===== src/hdl/g2pb_pkg.sv =====
package g2pb_pkg;

  localparam int ACCUM_BITS_DEF = 32;
  localparam int FRAC_BITS_DEF  = 16;

  localparam int CNT_W     = 16;
  localparam int QUOT_W    = 16;
  localparam int ROOT_W    = 8;
  localparam int LANES     = 3;

  localparam int DIV_STEPS  = QUOT_W;
  localparam int PIPE_DEPTH = 1 + DIV_STEPS + ROOT_W;

  localparam logic [CNT_W-1:0] SAMPLE_COUNT_RST = 16'd1;

  typedef logic [QUOT_W-1:0] quot_t;
  typedef logic [ROOT_W-1:0] root_t;

endpackage


===== src/hdl/g2pb_sqrt_lane.sv =====
module g2pb_sqrt_lane (
  input  logic            clk,
  input  logic            en,
  input  g2pb_pkg::quot_t val,
  output g2pb_pkg::root_t root
);

  localparam int RW = g2pb_pkg::ROOT_W;

  g2pb_pkg::root_t root_r [1:RW];
  g2pb_pkg::quot_t val_r  [1:RW-1];

  for (genvar j = 0; j < RW; j++) begin : g_digit
    g2pb_pkg::root_t root_in;
    g2pb_pkg::quot_t val_in;
    g2pb_pkg::root_t cand;
    g2pb_pkg::quot_t sq;

    if (j == 0) begin : g_first
      assign root_in = '0;
      assign val_in  = val;
    end else begin : g_next
      assign root_in = root_r[j];
      assign val_in  = val_r[j];
    end

    assign cand = root_in | (g2pb_pkg::root_t'(1) << (RW - 1 - j));
    assign sq   = g2pb_pkg::quot_t'(cand) * g2pb_pkg::quot_t'(cand);

    always_ff @(posedge clk) begin
      if (en) begin
        root_r[j+1] <= (sq <= val_in) ? cand : root_in;
      end
    end

    if (j < RW - 1) begin : g_val
      always_ff @(posedge clk) begin
        if (en) begin
          val_r[j+1] <= val_in;
        end
      end
    end
  end

  assign root = root_r[RW];

endmodule

===== config.mk =====
export PLATFORM = sky130hd
export DESIGN_NAME = g2pb_sqrt_lane
export DESIGN_NICKNAME = d
export VERILOG_FILES = /design/src/hdl/g2pb_pkg.sv /design/src/hdl/g2pb_sqrt_lane.sv
export SDC_FILE = /design/constraint.sdc
export NUM_CORES = 1
export LEC_CHECK = 0
export ABC_CLOCK_PERIOD_IN_PS = 5750
export BUFFER_PORTS_ARGS = -buffer_cell sky130_fd_sc_hd__buf_2
export CAP_MARGIN = 10
export CORE_ASPECT_RATIO = 0.75
export CORE_UTILIZATION = 64
export DETAILED_ROUTE_END_ITERATION = 16
export PLACE_DENSITY_LB_ADDON = 0.25
export SYNTH_ARGS = -nofsm -noshare
export SYNTH_HDL_FRONTEND = slang
export SYNTH_SLANG_ARGS = --single-unit

===== constraint.sdc =====
create_clock -name clk -period 5.75 [get_ports clk]
set_clock_uncertainty 0.05 [all_clocks]
set_input_delay 1.15 -clock clk [delete_from_list [all_inputs] [get_ports clk]]
set_output_delay 1.15 -clock clk [all_outputs]
set_load 0.02 [all_outputs]

==> results.py <==
metrics = {
    "sta": {
        "finalCriticalPeriod_ns": 5.45,
        "clock.fmax_ghz": 0.184,
        "worstMarginPinSlew_ns": 0.985,
        "fin_tns_setup_ns": 0,
        "timing.final.crit_share": 0.947,
        "slew_headroom": 0.343,
        "setup-violations-final": 0,
        "rsz0062_at_grt": "no",
        "final-hold-violation-count": 0,
        "slew_violations": 0,
    },
    "clock_network": {
        "cts_hold_buf": 0,
        "clock_latency_ns": 0.43,
        "root_buffer": "clkbuf_16",
        "cts_sinks": 148,
        "clock_path_buffers": 2,
        "path_clk_slew_ns": 0.07,
        "cts_tree": "done",
        "cts_buffers": 17,
        "htreeDepth": 4,
    },
    "route": {
        "drc": 0,
        "vias_per_cell": 5.53,
        "wl_per_cell_um": 16.8,
        "drtIter0Drc": 360,
        "drt_pass1_iterations": 5,
        "vias": 6448,
        "ant_nets": 0,
        "finalWirelength_um": 19500,
    },
    "worst_setup_path": {
        "crit_fanout": 7,
        "rr_startpoint": "root_r[0][60]",
        "setup.worst_path.class": "reg2reg",
        "crit_required_ns": 5.93,
        "cp.arrival_ns": 5.62,
        "cpMaxStageDelayCell": "fa_1",
        "cpPeakStageDelay_ns": 0.57,
        "cp-start-kind": "flop",
        "worstSetupEndpointType": "flop",
        "crit_start": "root_r[0][60]",
        "crit_family": "adder cells",
        "critPathBufInv": 2,
        "crit_chain": "and2_1 -> ha_1 -> or2_2 -> fa_1 -> inv_1 -> fa_1 -> fa_1 -> inv_1 -> ha_1 -> o21a_1 -> o31a_4 -> o21ai_4 -> or4b_1 -> o211ai_1 -> ha_1 -> and4_1 -> a221oi_1 -> o21ai_0 -> o41ai_1",
    },
    "synthesis": {
        "avgSynthCellArea_um2": 11.6,
        "synth_ff_type": "edfxtp_1",
        "yosysWarnings": 0,
        "yosys.area_share.adder": 0.296,
        "yosysSeqAreaShare": 0.428,
        "syn_area_um2": 10400,
        "syn-num-nets": 1127,
        "synth_top_family_by_area": "adder cells",
        "ys_types": 49,
        "async_reset_ff_frac": 0,
        "ys_seq_elements": 148,
        "synth_mux_area_frac": 0.00205,
        "synth_compound_area_frac": 0.0715,
        "synth_xor_area_frac": 0.0473,
        "syn_inst": 896,
        "synth-simple-area-share": 0.0872,
        "synth-edff-count": 148,
    },
    "die": {
        "rows": 39,
        "die_area_um2": 16700,
        "die_height_um": 112,
        "coreArea_um2": 15500,
        "start_util": 0.669,
        "num_io_pins": 26,
        "die_w_um": 149,
    },
    "placement": {
        "hpwl_um": 14700,
        "gp_congestion": 0.880,
        "port_buffers": 25,
    },
    "hold_path": {
        "holdCritPathClass": "reg2reg",
        "worstHoldStart": "val_r[1][11]",
    },
    "layout": {
        "syn2layout_area_growth_pct": 10.3,
        "nNetsFinal": 1180,
        "n_antenna_cell": 0,
        "drive_gt1_frac": 0.0863,
    },
    "global_route": {
        "grt_pass1_wl_um": 33200,
        "grt-ovfl-total": 0,
        "grt_max_degree": 111,
        "antenna_found_initial": 0,
        "grt_pass1_vias": 6784,
        "grt_usage": 0.261,
    },
    "run": {
        "drv_cap": 0,
    },
    "outcome": {
        "outcome": "completed",
    },
}
## metrics by stage
step | area (µm²) | util | setup slack, ns | hold slack [ns] | cells
CTS | 11400 | 0.735 | 0.306 | 0.392 | 1163
floorplan | 10400 | - | 0.608 | 0.367 | 896
global placement | 10800 | 0.697 | 0.475 | 0.374 | 1131
detailed placement | 10800 | 0.697 | 0.343 | 0.377 | 1131
finish | 11400 | 0.737 | 0.304 | 0.397 | 1167
global route | 11400 | 0.737 | 0.0350 | 0.394 | 1167
## synth_stat cells, drive strengths merged (6+ instances only)
| cell | count | area (µm²) |
|---|---|---|
| a21o | 13 | 97.6 |
| o21ai | 23 | 126 |
| a21oi | 42 | 210 |
| xnor2 | 44 | 385 |
| fa | 54 | 1080 |
| nand4 | 10 | 62.6 |
| a211oi | 6 | 45.0 |
| ha | 159 | 1990 |
| nand2 | 45 | 169 |
| nand2b | 9 | 56.3 |
| nor2b | 8 | 57.6 |
| edfxtp | 148 | 4440 |
| nor4 | 7 | 43.8 |
| nand3 | 12 | 60.1 |
| inv | 182 | 683 |
| nor2 | 35 | 131 |
| xor2 | 12 | 105 |
| and2 | 21 | 131 |
## kinds of logic after synthesis
group | Yosys count
compound gates | 116
xor+xnor | 56
fa+ha+maj | 213
buf+inv | 187
flops | 148
mux | 2
simple gates | 174
## worst reg2reg max path, delay by kind of cell (launching register included)
family	cells	cell delay, ns
AND/OR/NAND/NOR	4	1.20
buffers and inverters	2	0.10
AO/OA/AOI/OAI	7	1.09
flip-flops	1	0.49
adder cells (fa/ha/maj)	6	2.32
## repair_timing
item	in CTS	in global routing
resized for setup	0	3
endpoints found under the setup margin	0	2
hold endpoints to repair	0	0
setup buffers	0	4
## routing by layer
metal  up-vias  GRT usage  wire length [µm]  part of all wire
li1       3176          -                 -                 -
met2       134      0.439              9670              0.49
met1      3112      0.344              8780              0.45
met4         0     0.0891               314             0.016
met5         -          0                 0                 0
met3        26     0.0467               785             0.040
## sequential cells by signal, indices dropped and copies added (netlist names)
register	flops
root_r	36
val_r	112
## placed cells by master (no fill, tap or decap), drive strengths merged, types with 8 or more instances in the layout
master and n:
nand3 12, o21ai 23, xnor2 44, ha 159
a21o 13, nor2b 8, nand4 10, nand2b 9
xor2 12, clkbuf 17, nor2 35, and2 21
buf 39, inv 189, fa 54, a21oi 42
nand2 45, edfxtp 148
## area by class of cell
cell class	count	area, µm²
multi-input cells	561	5240
clock buffers	17	425
well taps	205	256
flip-flops and latches	148	4440
fillers	1030	4070
clock inverters	15	161
repair buffers	39	236
inverters	182	683
## final timing paths
check,cells past startpoint,slack (ns),end
worst max-delay path,19,0.30,root_r[0][64]
worst min-delay path,0,0.40,val_r[1][27]
worst max register to register,19,0.30,root_r[0][64]
worst min register to register,0,0.40,val_r[1][27]
Power is not shown: default switching activity piles up to over one toggle a cycle in this logic, so the estimate is an artifact.
