==> src/hdl/g2pb_pkg.sv <==
package g2pb_pkg;

  localparam int ACCUM_BITS_DEF = 32;
  localparam int FRAC_BITS_DEF  = 16;

  localparam int CNT_W     = 16;
  localparam int QUOT_W    = 16;
  localparam int ROOT_W    = 8;
  localparam int LANES     = 3;

  localparam int DIV_STEPS  = QUOT_W;
  localparam int PIPE_DEPTH = 1 + DIV_STEPS + ROOT_W;

  localparam logic [CNT_W-1:0] SAMPLE_COUNT_RST = 16'd1;

  typedef logic [QUOT_W-1:0] quot_t;
  typedef logic [ROOT_W-1:0] root_t;

endpackage

==> src/hdl/g2pb_div_lane.sv <==
module g2pb_div_lane #(
  parameter int ACCUM_BITS = g2pb_pkg::ACCUM_BITS_DEF,
  parameter int FRAC_BITS  = g2pb_pkg::FRAC_BITS_DEF
) (
  input  logic                          clk,
  input  logic                          en,
  input  logic [ACCUM_BITS-1:0]         sum,
  input  logic [g2pb_pkg::CNT_W-1:0]    sample_count,
  output g2pb_pkg::quot_t               quot
);

  localparam int SHL   = (FRAC_BITS <= 16) ? 16 - FRAC_BITS : 0;
  localparam int SHD   = (FRAC_BITS > 16) ? FRAC_BITS - 16 : 0;
  localparam int NUM_W = ACCUM_BITS + SHL;
  localparam int DEN_W = g2pb_pkg::CNT_W + SHD;
  localparam int HI_W  = (NUM_W > 16) ? NUM_W - 16 : 1;
  localparam int NX_W  = HI_W + 16;
  localparam int CMP_W = (HI_W > DEN_W) ? HI_W : DEN_W;
  localparam int STEPS = g2pb_pkg::DIV_STEPS;

  logic [DEN_W-1:0]  den;
  logic [NX_W-1:0]   num_x;
  logic [HI_W-1:0]   num_hi;
  logic              sat_nxt;

  // per-stage state: partial remainder, unconsumed numerator bits, quotient bits
  logic [DEN_W-1:0]        rem_r [STEPS];
  logic [15:0]             low_r [STEPS];
  g2pb_pkg::quot_t         q_r   [STEPS+1];
  logic                    sat_r [STEPS+1];

  assign den     = DEN_W'(sample_count) << SHD;
  assign num_x   = NX_W'(sum) << SHL;
  assign num_hi  = num_x[NX_W-1:16];
  // quotient of 2^16 or more, or a zero divisor
  assign sat_nxt = CMP_W'(num_hi) >= CMP_W'(den);

  always_ff @(posedge clk) begin
    if (en) begin
      sat_r[0] <= sat_nxt;
      rem_r[0] <= DEN_W'(num_hi);
      low_r[0] <= num_x[15:0];
      q_r[0]   <= '0;
    end
  end

  for (genvar s = 0; s < STEPS; s++) begin : g_step
    logic [DEN_W:0] trial;
    logic [DEN_W:0] diff;
    logic           ge;

    assign trial = {rem_r[s], low_r[s][15]};
    assign diff  = trial - {1'b0, den};
    assign ge    = trial >= {1'b0, den};

    always_ff @(posedge clk) begin
      if (en) begin
        sat_r[s+1] <= sat_r[s];
        q_r[s+1]   <= {q_r[s][g2pb_pkg::QUOT_W-2:0], ge};
      end
    end

    if (s < STEPS - 1) begin : g_rem
      always_ff @(posedge clk) begin
        if (en) begin
          rem_r[s+1] <= ge ? diff[DEN_W-1:0] : trial[DEN_W-1:0];
          low_r[s+1] <= {low_r[s][14:0], 1'b0};
        end
      end
    end
  end

  assign quot = sat_r[STEPS] ? '1 : q_r[STEPS];

endmodule

==> config.mk <==
export PLATFORM = sky130hd
export DESIGN_NAME = g2pb_div_lane
export DESIGN_NICKNAME = d
export VERILOG_FILES = /design/src/hdl/g2pb_pkg.sv /design/src/hdl/g2pb_div_lane.sv
export SDC_FILE = /design/constraint.sdc
export NUM_CORES = 1
export LEC_CHECK = 0
export BUFFER_PORTS_ARGS = -buffer_cell sky130_fd_sc_hd__buf_2
export CAP_MARGIN = 20
export CORE_MARGIN = 3
export CORE_UTILIZATION = 63
export CTS_BUF_LIST = sky130_fd_sc_hd__clkbuf_4 sky130_fd_sc_hd__clkbuf_8 sky130_fd_sc_hd__clkbuf_16
export CTS_CLUSTER_DIAMETER = 60
export DETAILED_ROUTE_END_ITERATION = 12
export MAX_ROUTING_LAYER = met4
export PLACE_DENSITY = 0.8
export SYNTH_ARGS = -nofsm -noshare
export SYNTH_HDL_FRONTEND = slang
export SYNTH_SLANG_ARGS = --single-unit
export TNS_END_PERCENT = 30
==> constraint.sdc <==
create_clock -name clk -period 6.8 [get_ports clk]
set_input_delay 0.68 -clock clk [delete_from_list [all_inputs] [get_ports clk]]
set_output_delay 0.68 -clock clk [all_outputs]
set_load 0.005 [all_outputs]
==> results of run 1 <==
cells by family after synthesis:
kind of cell | synth area share
and+or+nand+nor | 0.0896
DFF | 0.538
AOI/OAI and AO/OA | 0.123
adders and majority gates | 0.122
xor gates and xnor gates | 0.0504
muxes | 0.0594
buffers and inverters | 0.0172
registers in the layout (all words and copies together), names as in the netlist:
register	flops
low_r	136
q_r	136
rem_r	256
sat_r	17
metrics by stage:
stage                     setup slack, ps  hold WS (ps)  instances  instance area [µm²]
after CTS                            2850           216       3197                33400
after global placement               2340           400       3092                31600
after global routing                 2650           219       3199                33500
final                                2790           240       3199                33500
after detailed placement             2230           405       3092                31600
after floorplan                      3030           400       2431                30400
layer usage:
metal	up-vias	track usage	routed length [µm]
met4	0	0.140	3760
met3	230	0.0395	3660
met1	9614	0.319	26100
met5	-	-	0
li1	9544	-	-
met2	578	0.458	33300
cell usage after synthesis, types with 13 or more instances:
cell and instances:
sky130_fd_sc_hd__and3_1 17, sky130_fd_sc_hd__nor2_1 156, sky130_fd_sc_hd__a31oi_1 23, sky130_fd_sc_hd__mux2i_1 15, sky130_fd_sc_hd__inv_1 93, sky130_fd_sc_hd__clkbuf_1 26
sky130_fd_sc_hd__nand3_1 35, sky130_fd_sc_hd__o21a_1 38, sky130_fd_sc_hd__or3_1 13, sky130_fd_sc_hd__nand4_1 36, sky130_fd_sc_hd__a21oi_1 162, sky130_fd_sc_hd__edfxtp_1 545
sky130_fd_sc_hd__o31ai_1 13, sky130_fd_sc_hd__ha_1 272, sky130_fd_sc_hd__a21o_1 91, sky130_fd_sc_hd__xnor2_1 112, sky130_fd_sc_hd__nand2_1 110, sky130_fd_sc_hd__nor4_1 14
sky130_fd_sc_hd__mux2_2 131, sky130_fd_sc_hd__a21boi_0 16, sky130_fd_sc_hd__o21ai_0 129, sky130_fd_sc_hd__a211oi_1 16, sky130_fd_sc_hd__nor3_1 45, sky130_fd_sc_hd__nand2b_1 26
sky130_fd_sc_hd__fa_1 15, sky130_fd_sc_hd__nor2b_1 43, sky130_fd_sc_hd__xor2_1 63, sky130_fd_sc_hd__or2_2 25
path summary, 6_finish.rpt:
kind	from	endpoint	slack, ps	cells after the start
worst max-delay path	sample_count[1]	rem_r[0][83]$_DFFE_PP_	2790	13
worst min-delay path	sum[7]	low_r[0][7]$_DFFE_PP_	240	1
worst max register to register	rem_r[1][37]$_DFFE_PP_	rem_r[1][63]$_DFFE_PP_	3130	10
worst min register to register	low_r[0][60]$_DFFE_PP_	low_r[0][77]$_DFFE_PP_	410	0
final cells by class:
type | instances | area, µm² | area share
diodes | 1 | 2.50 | 0.0000748
clock buffers | 64 | 1480 | 0.0442
clock inverters | 41 | 393 | 0.0117
inverters | 93 | 349 | 0.0104
multi-input cells | 1756 | 13500 | 0.404
flip-flops and latches | 545 | 16400 | 0.489
well taps | 607 | 759 | 0.0227
repair buffers | 92 | 583 | 0.0174
worst register-to-register path, stage by stage (launching register included):
cell and delay [ps]:
sky130_fd_sc_hd__edfxtp_1 420, sky130_fd_sc_hd__ha_1 380, sky130_fd_sc_hd__a21o_1 230, sky130_fd_sc_hd__a21o_1 190, sky130_fd_sc_hd__o31a_1 310, sky130_fd_sc_hd__or3_4 400, sky130_fd_sc_hd__nand2_2 90, sky130_fd_sc_hd__a21oi_1 80
sky130_fd_sc_hd__o21a_1 200, sky130_fd_sc_hd__nor3_4 680, sky130_fd_sc_hd__mux2_2 430
power by group:
part	internal (W)	switching, W
clock	0.00180	0.00131
sequential	0.00509	0.000579
combinational	0.00333	0.00369
total	0.0102	0.00558
==> reports/summary.md, run 1 <==
Among all flip-flop cells after synthesis, the most frequent one is sky130_fd_sc_hd__edfxtp_1. The number of vias in the routed layout was 19966. The horizontal extent of the die was 226 µm. Port buffering added 65 buffers. The tools report the overall fraction of global-route tracks in use as 0.272. In the final design database the tool counted 2882 nets. Clock latency on the worst-skew pair, taken at its later pin, is 610 ps. TritonCTS built the clock tree. The congestion estimate from routability-driven global placement came to 0.935.

The sequential area share after synthesis was 0.538. Entering global routing, the biggest net connects 165 pins. After clock tree synthesis, the setup repair step added 0 buffers.

In this run the cell area of the synthesized design comes to 0.0304 mm². Across the VDD grid, the largest voltage drop is 331 µV. Clock-pin slew was measured on the worst setup and hold paths at 60 ps.

The path class of the tightest hold or removal check is primary input to flop. The number of different library cells used by synthesis comes to 76. The core region is 0.0471 mm². The most common cell after layout, fill and taps aside was sky130_fd_sc_hd__edfxtp_1. The run gives 0.645 as the effective utilization at floorplan. Along the worst path, the maximum fanout reaches 16.

After synthesis the netlist holds a flip-flop and latch count of 545. The logs give 2 for the number of H-tree levels and 1693 for the number of DRC markers after the initial detailed-route iteration. The signal on the critical path passes through buf_2 > inv_1 > buf_4 > ha_1 > nor2b_1 > o21a_1 > o21ai_0 > a211o_1 > a311o_1 > o21ai_1 > o21ai_0 > a21oi_2 > mux2_2. At the pin with the least slew margin, the transition time is 1110 ps. Averaged over all synthesized cells, the footprint is 12.5 µm².

Synthesis produced 2431 cells. For the finished layout, the period the worst path requires is 4010 ps. The utilization after layout was 0.710. The ratio of total power to cell area came out at 472 mW/mm². The fraction of post-synthesis cell area in the top cell type by area works out to 0.538. The final count of pins violating max slew is 0.

Setup violations remaining at the end of the flow were counted as 0. The Yosys step of the flow raised 0 warnings. Data on the critical path is required at its endpoint by 7160 ps. For this design, the sink count on the clock tree is 545. The tools report the final-report hold violation count as 0.

In this design, the stage delay of the slowest critical-path cell is 720 ps. The wire length of the first global-routing pass was 105000 µm. The flow ran to the end, and the final reports show no timing, DRC or antenna violations. Critical path class: primary input to flop.

The tools report the initial antenna violation count as 1. In the layout the commonest cells are 545 x sky130_fd_sc_hd__edfxtp_1, 272 x sky130_fd_sc_hd__ha_1, 162 x sky130_fd_sc_hd__a21oi_1, 156 x sky130_fd_sc_hd__nor2_1, 131 x sky130_fd_sc_hd__mux2_2. The count of nets left with antenna violations once routing finished came out at 0. From synthesis to final layout, the design area changed by 10.1%.

Dividing the detail-routed via count by the number of cells gives 6.24. The tools report the wire length reported by the detailed router as 66800 µm. The overall power after layout was 0.0158 W. Data arrives at the worst endpoint at 4370 ps.

The share of cells above drive strength 1 is 0.144, and the routed length per placed instance is 20.9 µm. The die height was 226 µm. Cell with the largest stage delay on the worst path: sky130_fd_sc_hd__a21oi_2. The initialized floorplan defines 79 standard-cell rows. The logs give 0 for the number of max-cap violations and 2768 for the net count of the mapped netlist. Summed over all layers, the global routing overflow is 0. Broken down by cell family, the worst path's largest delay share belongs to compound AO/OA/AOI/OAI gates. Yosys attributes the largest share of cell area to sky130_fd_sc_hd__edfxtp_1 54%, sky130_fd_sc_hd__ha_1 11%, sky130_fd_sc_hd__mux2_2 4.9%.

The logs give 0 for the DRC violation count after routing and 0.0509 mm² for the area of the die. The critical path buffer and inverter count is 3. The startpoint type of the worst setup path is a primary input. Deepest clock path buffer count: 3. For the highest clock frequency the design can meet, the log shows 249 MHz. Setup repair after global routing left no endpoint under its margin. The via count of the first global-routing pass is 19792, and the I/O pin count is 66. On the final layout, the worst clock skew is 15.0 ps.

The setup TNS was 0 ps. The worst setup path is captured at a flop. The biggest area contributor in the post-synthesis netlist is sky130_fd_sc_hd__edfxtp_1. For this design, the CTS-stage hold fixing added 0 buffers.

The share of the clock period used by the worst path works out to 0.590. The max-slew headroom at the worst pin was 0.260. The most repeated library cell on the critical path was sky130_fd_sc_hd__o21ai_0. The share of synthesized registers carrying an async set or reset was 0; the number of flops mapped to enable cells by yosys was 545. The total CTS buffers was 57; the detailed placement HPWL was 46400 µm.

For this run, the detailed router's first-pass iteration total came to 8. Clock tree synthesis selected as its root buffer the cell sky130_fd_sc_hd__clkbuf_16. The layout has 3243 filler cells. The leakage power was 13.2 nW. The count of instances resized after the clock tree is built came out at 0.
Note: power is estimated with default switching activity, not from simulation.
==> run 2: changes to the inputs <==
--- a/config.mk
+++ b/config.mk
@@ -8,12 +8,12 @@
 export BUFFER_PORTS_ARGS = -buffer_cell sky130_fd_sc_hd__buf_2
 export CAP_MARGIN = 20
 export CORE_MARGIN = 3
-export CORE_UTILIZATION = 63
+export CORE_UTILIZATION = 57
 export CTS_BUF_LIST = sky130_fd_sc_hd__clkbuf_4 sky130_fd_sc_hd__clkbuf_8 sky130_fd_sc_hd__clkbuf_16
 export CTS_CLUSTER_DIAMETER = 60
 export DETAILED_ROUTE_END_ITERATION = 12
 export MAX_ROUTING_LAYER = met4
-export PLACE_DENSITY = 0.8
+export PLACE_DENSITY = 0.76
 export SYNTH_ARGS = -nofsm -noshare
 export SYNTH_HDL_FRONTEND = slang
 export SYNTH_SLANG_ARGS = --single-unit
==> constraint.sdc (replaced) <==
create_clock -name clk -period 3.48 [get_ports clk]
set_input_delay 0.348 -clock clk [delete_from_list [all_inputs] [get_ports clk]]
set_output_delay 0.348 -clock clk [all_outputs]
set_load 0.005 [all_outputs]
==> reports/summary.md, run 2 (synthesized netlist as in run 1, its figures left out) <==
The run finished with clean final reports. The worst hold path class was primary input to flop. The share of cells above drive strength 1 is 0.203, and the max-slew headroom at the worst pin is 0.599.

For this run, the top clock speed supported by timing is 312 MHz. VDD sags by at most 515 µV. In the final layout, the registers with the most flip-flops are rem_r (256), low_r (136), q_r (136).

After clock tree synthesis, the clock-pin slew on the worst setup and hold paths is 60 ps. The startpoint identified for the worst register-to-register timing path is rem_r[1][37]$_DFFE_PP_. The startpoint type of the worst setup path was a flop. In the final routed layout, each cell accounts on average for 20.2 µm. The final worst clock skew came out at 24.2 ps. The run gives 59 as the total CTS buffers. Setup repair after global routing left no endpoint under its margin. In the layout the commonest cells are 545 x sky130_fd_sc_hd__edfxtp_1, 272 x sky130_fd_sc_hd__ha_1, 195 x sky130_fd_sc_hd__buf_4, 162 x sky130_fd_sc_hd__a21oi_1, 156 x sky130_fd_sc_hd__nor2_1.

The die is 237 µm tall. Startpoint of the most critical setup path: rem_r[1][37]$_DFFE_PP_. The effective utilization at floorplan was 0.577. Count of buffers from port buffering: 65. The slew at the pin closest to its max-slew limit was 602 ps; the final-report hold violation count was 0. For flop-to-flop paths, the worst setup slack is 280 ps.

For the deepest clock path buffer count, the log shows 3. The tools report the final count of pins violating max slew as 0. The synthesis-to-finish area growth was 17.4%; the number of max-cap violations was 0. Data on the critical path is required at its endpoint by 3840 ps. The tools report the root cell of the clock tree as sky130_fd_sc_hd__clkbuf_16. The H-tree was split into 2 levels. The number of rows in the core area is 84, and the I/O pin count is 66. The number of cell instances on the worst register-to-register path is 11, and the largest driver fanout on the critical path is 8. Antenna violation net count after detailed routing: 0. Topmost layer with routed signal wires: met4.

The initial antenna violation count was 0; the post-layout minimum cycle time was 3200 ps. For this design the static power due to leakage is 14.5 nW. The routed design has 70800 µm of wire. The last element of the critical path is rem_r[1][56]$_DFFE_PP_. The tools report the number of vias in the routed layout as 20576.

The worst setup path is captured at a flop. Summed over all layers, the global routing overflow is 0. The tools report the arrival time of data at the critical path endpoint as 3570 ps.

The tools report the via count of the first global-routing pass as 20738. Entering global routing, the biggest net connects 98 pins. The register with the most flip-flops in the layout has 256 of them. The layout has 3760 filler cells.

The logs give 36200 µm for the amount of wire on met2 after detailed routing and 111000 µm for the wire length of the first global-routing pass. Before antenna repair, the detailed router went through 5 iterations. Overall power consumption after layout is estimated at 0.0326 W.

The overall fraction of global-route tracks in use came out at 0.258. The number of antenna diodes in the final layout is 0. The ratio of total power to cell area works out to 912 mW/mm². After detailed routing, the met3 layer carries 2850 µm of wire.

The critical path is of the flop to flop type. The register containing the most flip-flops in the final layout is rem_r. The most common cell after layout, fill and taps aside was sky130_fd_sc_hd__edfxtp_1. TritonCTS built the clock tree.

The die is 237 µm wide. The number of cells on the worst hold path is 1, and the placed instance area is 0.0335 mm². Endpoint of the worst-slack reg-to-reg timing path: rem_r[1][56]$_DFFE_PP_. For this design, the sink count on the clock tree is 545.

With fillers left out, the area of the finished cells amounts to 0.0357 mm². For this run, design rule violations remaining after detail routing come to 0. The logs give 0 for the final-report setup violation count and 3111 for the net total in the final layout. The floorplan step defined a die boundary enclosing 0.0562 mm².

The core region is 0.0527 mm². The share of the clock period used by the worst path was 0.920. Detailed placement HPWL: 52000 µm.

The via count normalized by instance count works out to 5.86. For the worst-skew pair, the clock arrives at the later sink with an insertion delay of 630 ps. Buffers added to address setup during post-CTS repair amount to 0. The tools report the total routed wire length on the met1 layer as 28800 µm. The routability congestion estimate from global placement is 0.927, and the number of DRC markers after the initial detailed-route iteration is 1333.
run 2: cell types whose count changed in the layout (fill, tap and decap cells not counted), moves of 2 or more:
cell	delta
sky130_fd_sc_hd__buf_4	+172
sky130_fd_sc_hd__bufinv_16	-2
sky130_fd_sc_hd__clkinv_8	+2
sky130_fd_sc_hd__dlygate4sd3_1	+32
sky130_fd_sc_hd__clkbuf_16	+3
sky130_fd_sc_hd__buf_12	+24
run 2: cell type report:
type / count / area [µm²] / area share
tap: 688 / 861 / 0.0241
timing repair buffer: 319 / 2660 / 0.0745
sequential: 545 / 16400 / 0.458
clock inverter: 44 / 385 / 0.0108
clock buffer: 66 / 1550 / 0.0433
multi-input combinational: 1756 / 13500 / 0.379
inverter: 93 / 349 / 0.00978
run 2: per-layer routing:
layer,vias up,GRT usage
li1,10006,-
met1,9932,0.308
met2,492,0.448
met3,146,0.0324
met4,0,0.0991
met5,-,-
run 2: worst min path at each step:
stage                           startpoint                      end
global placement      q_r[1][40]$_DFFE_PP_     q_r[1][57]$_DFFE_PP_
floorplan           low_r[0][85]$_DFFE_PP_  low_r[0][102]$_DFFE_PP_
finish                                  en   low_r[0][11]$_DFFE_PP_
CTS                                     en   low_r[0][10]$_DFFE_PP_
detailed placement  low_r[0][43]$_DFFE_PP_   low_r[0][60]$_DFFE_PP_
global route                            en   low_r[0][11]$_DFFE_PP_
run 2: report_power, final:
| group | internal [W] | switching (W) | leakage [nW] |
|---|---|---|---|
| Clock | 0.00352 | 0.00265 | 0.940 |
| Combinational | 0.00779 | 0.00753 | 8.20 |
| Sequential | 0.00994 | 0.00114 | 5.32 |
| Total | 0.0212 | 0.0113 | 14.5 |
run 2: what timing repair did:
action	4_1_cts	5_1_grt
endpoints found under the setup margin	0	6
endpoints found under the hold margin	32	0
resized for setup	0	1
hold buffers	32	0
run 2: through the flow:
step,hold WS [ps],TNS (ps),util,cells,worst slack (ps)
after floorplan,400,0,-,2431,46.8
after global routing,203,0,0.678,3511,116
final,191,0,0.678,3511,278
after detailed placement,405,-485,0.635,3369,-73.0
after CTS,186,0,0.678,3511,275
after global placement,400,-8.78,0.635,3369,-8.58
run 2: worst max-delay path: stages (launching register included):
cell,delay (ps)
sky130_fd_sc_hd__edfxtp_1,420
sky130_fd_sc_hd__ha_1,370
sky130_fd_sc_hd__a21o_1,220
sky130_fd_sc_hd__a21o_1,190
sky130_fd_sc_hd__o31a_1,320
sky130_fd_sc_hd__or3_4,400
sky130_fd_sc_hd__nand2_2,70
sky130_fd_sc_hd__a21oi_1,60
sky130_fd_sc_hd__o21a_1,190
sky130_fd_sc_hd__nor3_4,150
sky130_fd_sc_hd__buf_4,230
sky130_fd_sc_hd__mux2_4,320
==> run 3: changes to the inputs <==
--- a/config.mk
+++ b/config.mk
@@ -8,12 +8,12 @@
 export BUFFER_PORTS_ARGS = -buffer_cell sky130_fd_sc_hd__buf_2
 export CAP_MARGIN = 20
 export CORE_MARGIN = 3
-export CORE_UTILIZATION = 57
+export CORE_UTILIZATION = 63
 export CTS_BUF_LIST = sky130_fd_sc_hd__clkbuf_4 sky130_fd_sc_hd__clkbuf_8 sky130_fd_sc_hd__clkbuf_16
 export CTS_CLUSTER_DIAMETER = 60
 export DETAILED_ROUTE_END_ITERATION = 12
 export MAX_ROUTING_LAYER = met4
-export PLACE_DENSITY = 0.76
+export PLACE_DENSITY = 0.8
 export SYNTH_ARGS = -nofsm -noshare
 export SYNTH_HDL_FRONTEND = slang
 export SYNTH_SLANG_ARGS = --single-unit
==> constraint.sdc (replaced) <==
create_clock -name clk -period 4.1 [get_ports clk]
set_input_delay 0.41 -clock clk [delete_from_list [all_inputs] [get_ports clk]]
set_output_delay 0.41 -clock clk [all_outputs]
set_load 0.005 [all_outputs]
==> reports/summary.md, run 3 (synthesized netlist as in run 1, its figures left out) <==
The run finished with clean final reports. The logs give 0 for the final count of pins violating max slew and 3 for the deepest clock path buffer count. The first routing iteration left 1279 violations. For the routability congestion estimate from global placement, the log shows 0.924. The floorplan step set the die height to 226 µm. In this design, the largest share of critical-path delay is due to compound AO/OA/AOI/OAI gates. The H-tree generated during clock tree synthesis spans 2 levels. In this run the core area contains 79 standard-cell rows. For hold timing, the worst endpoint is rem_r[0][11]$_DFFE_PP_. Startpoint type of the worst setup path: a flop.

CTS saw 545 sinks. The peak supply drop is 527 µV. The register with the most flip-flops in the layout has 256 of them. Final-report hold violation count: 0. The cell with the largest stage delay on the worst path was sky130_fd_sc_hd__edfxtp_1. After routing the design area is 0.0345 mm². Across the run, the number of max-cap violations was 0.

The initial antenna violation count was 0; the DRC violation count after routing was 0. The share of the clock period used by the worst path works out to 0.832. The tools report the smallest setup slack after layout as 688 ps.

The placed instance area is 0.0322 mm², and the slew at the pin closest to its max-slew limit is 1060 ps. The max-slew headroom at the worst pin was 0.291. Dividing total power by cell area gives a power density of 778 mW/mm². The detailed placement HPWL is 49100 µm, and the number of cells on the worst hold path is 1. For the setup slack at placement, the log shows 251 ps. The path class of the tightest hold or removal check is primary input to flop.

The antenna violation net count after detailed routing was 0; the net total in the final layout was 2969. The worst slack on hold paths was 25.2 ps. The tools report the endpoint of the worst-slack reg-to-reg timing path as rem_r[0][86]$_DFFE_PP_. The most repeated library cell on the critical path is sky130_fd_sc_hd__o21ai_0.

In this run the standard cell core region covers 0.0471 mm². The worst setup path is of the flop to flop kind. The routed length per placed instance is 21.4 µm, and the minimum setup slack among reg-to-reg paths is 690 ps. The tools report the worst-skew pair later-pin latency as 610 ps. The number of cell instances on the worst register-to-register path came out at 11. The synthesis-to-finish area growth works out to 13.5%. TritonCTS built the clock tree. The area of the die came out at 0.0509 mm².

The worst register-to-register path begins at rem_r[0][64]$_DFFE_PP_. The pre-antenna-repair detailed-routing pass consisted of 5 iterations. Data arrives at the worst endpoint at 3760 ps. The register containing the most flip-flops in the final layout is rem_r.

The first global-routing pass estimated 110000 µm of wire. The largest net degree at the start of global routing is 123, and the highest clock frequency the design can meet is 293 MHz. Buffers inserted during clock tree synthesis total 58. STA classifies the critical path endpoint as a flop. Of all nets on the critical path, the largest fanout is 12.

On the worst path, the slowest cell contributes a delay of 450 ps. For this run the aggregate overflow at the end of global routing stands at 0. In the final layout, the registers with the most flip-flops are rem_r (256), low_r (136), q_r (136). The logs give 20322 for the number of vias in the routed layout and 0.287 for the overall fraction of global-route tracks in use.

After detailed routing, the number of vias per cell comes to 6.19. Required time at the endpoint of the critical path: 4440 ps. After clock tree synthesis, the clock-pin slew on the worst setup and hold paths is 60 ps. For this design the top-level I/O count stands at 66. The effective utilization at floorplan was 0.645; the count of instances resized after the clock tree is built was 0. Setup repair after global routing left no endpoint under its margin. Setup violations remaining at the end of the flow were counted as 0.

The via count of the first global-routing pass is 20312, and the overall power after layout is 0.0269 W. The worst hold path begins at sum[27]. For this design the static power due to leakage is 13.8 nW.

The routed design could run at a clock period as short as 3410 ps. The critical path goes through ha_1 > nor2b_1 > o21a_1 > o21ai_0 > a211o_1 > a311o_1 > o21ai_1 > o21ai_0 > a21oi_2 > buf_4 > mux2_2. The share of cells above drive strength 1 is 0.162. The tools report the setup TNS as 0 ps. In this run the horizontal extent of the chip is 226 µm.

0 antenna diodes ended up in the layout. The top cell types in the final layout, fill and taps aside, are 545 x sky130_fd_sc_hd__edfxtp_1, 272 x sky130_fd_sc_hd__ha_1, 162 x sky130_fd_sc_hd__a21oi_1, 156 x sky130_fd_sc_hd__nor2_1, 131 x sky130_fd_sc_hd__mux2_2. For this block, the routed nets add up to 70200 µm of wire. The library cell used most frequently in the layout, excluding fill and tap cells, is sky130_fd_sc_hd__edfxtp_1. The tools report the root cell of the clock tree as sky130_fd_sc_hd__clkbuf_16.

The critical path buffer and inverter count was 1; the count of buffers from port buffering was 65. Between clock sinks in the finished design, the worst skew comes to 18.1 ps.
[run 3: changes by cell type in the layout (fill, tap and decap cells not counted), moves of 3 or more]
cell,delta
sky130_fd_sc_hd__clkbuf_4,-3
sky130_fd_sc_hd__clkinv_1,-5
sky130_fd_sc_hd__buf_4,-135
sky130_fd_sc_hd__bufinv_16,+5
sky130_fd_sc_hd__buf_12,-7
[run 3: layout make-up]
cell class / count / area, µm²
clock buffers: 62 / 1500
clock inverters: 44 / 494
fillers: 3123 / 12600
inverters: 93 / 349
multi-input cells: 1756 / 13500
flip-flops and latches: 545 / 16400
well taps: 607 / 759
repair buffers: 178 / 1520
[run 3: timing repair]
item                                   4_1_cts  5_1_grt
hold buffers                                30        1
endpoints found under the hold margin       30        1
buffers inserted                             0        0
[run 3: worst max path at each step]
stage | from | end | slack [ps] | cells past startpoint
after floorplan | sample_count[6] | rem_r[1][56]$_DFFE_PP_ | 600 | 12
after global placement | sample_count[8] | rem_r[1][101]$_DFFE_PP_ | 340 | 12
after detailed placement | sample_count[9] | rem_r[0][47]$_DFFE_PP_ | 250 | 11
after CTS | rem_r[0][19]$_DFFE_PP_ | rem_r[0][37]$_DFFE_PP_ | 660 | 9
after global routing | rem_r[0][64]$_DFFE_PP_ | rem_r[0][84]$_DFFE_PP_ | 520 | 11
final | rem_r[0][64]$_DFFE_PP_ | rem_r[0][86]$_DFFE_PP_ | 690 | 11
[run 3: where the power goes]
part / internal, W / switching, W / total, W
Sequential: 0.00844 / 0.000980 / 0.00942
Combinational: 0.00581 / 0.00618 / 0.0120
Clock: 0.00323 / 0.00222 / 0.00545
[run 3: stage by stage]
step	instances	utilization
3_5_place_dp	3146	0.683
5_1_grt	3285	0.732
4_1_cts	3282	0.731
2_1_floorplan	2431	-
3_3_place_gp	3146	0.683
6_report	3285	0.732
[run 3: routing by layer]
metal | vias to the layer above | GRT usage | share of wire
li1 | 9701 | - | -
met1 | 9759 | 0.331 | 0.39
met2 | 624 | 0.493 | 0.50
met3 | 238 | 0.0415 | 0.053
met4 | 0 | 0.144 | 0.060
met5 | - | - | 0
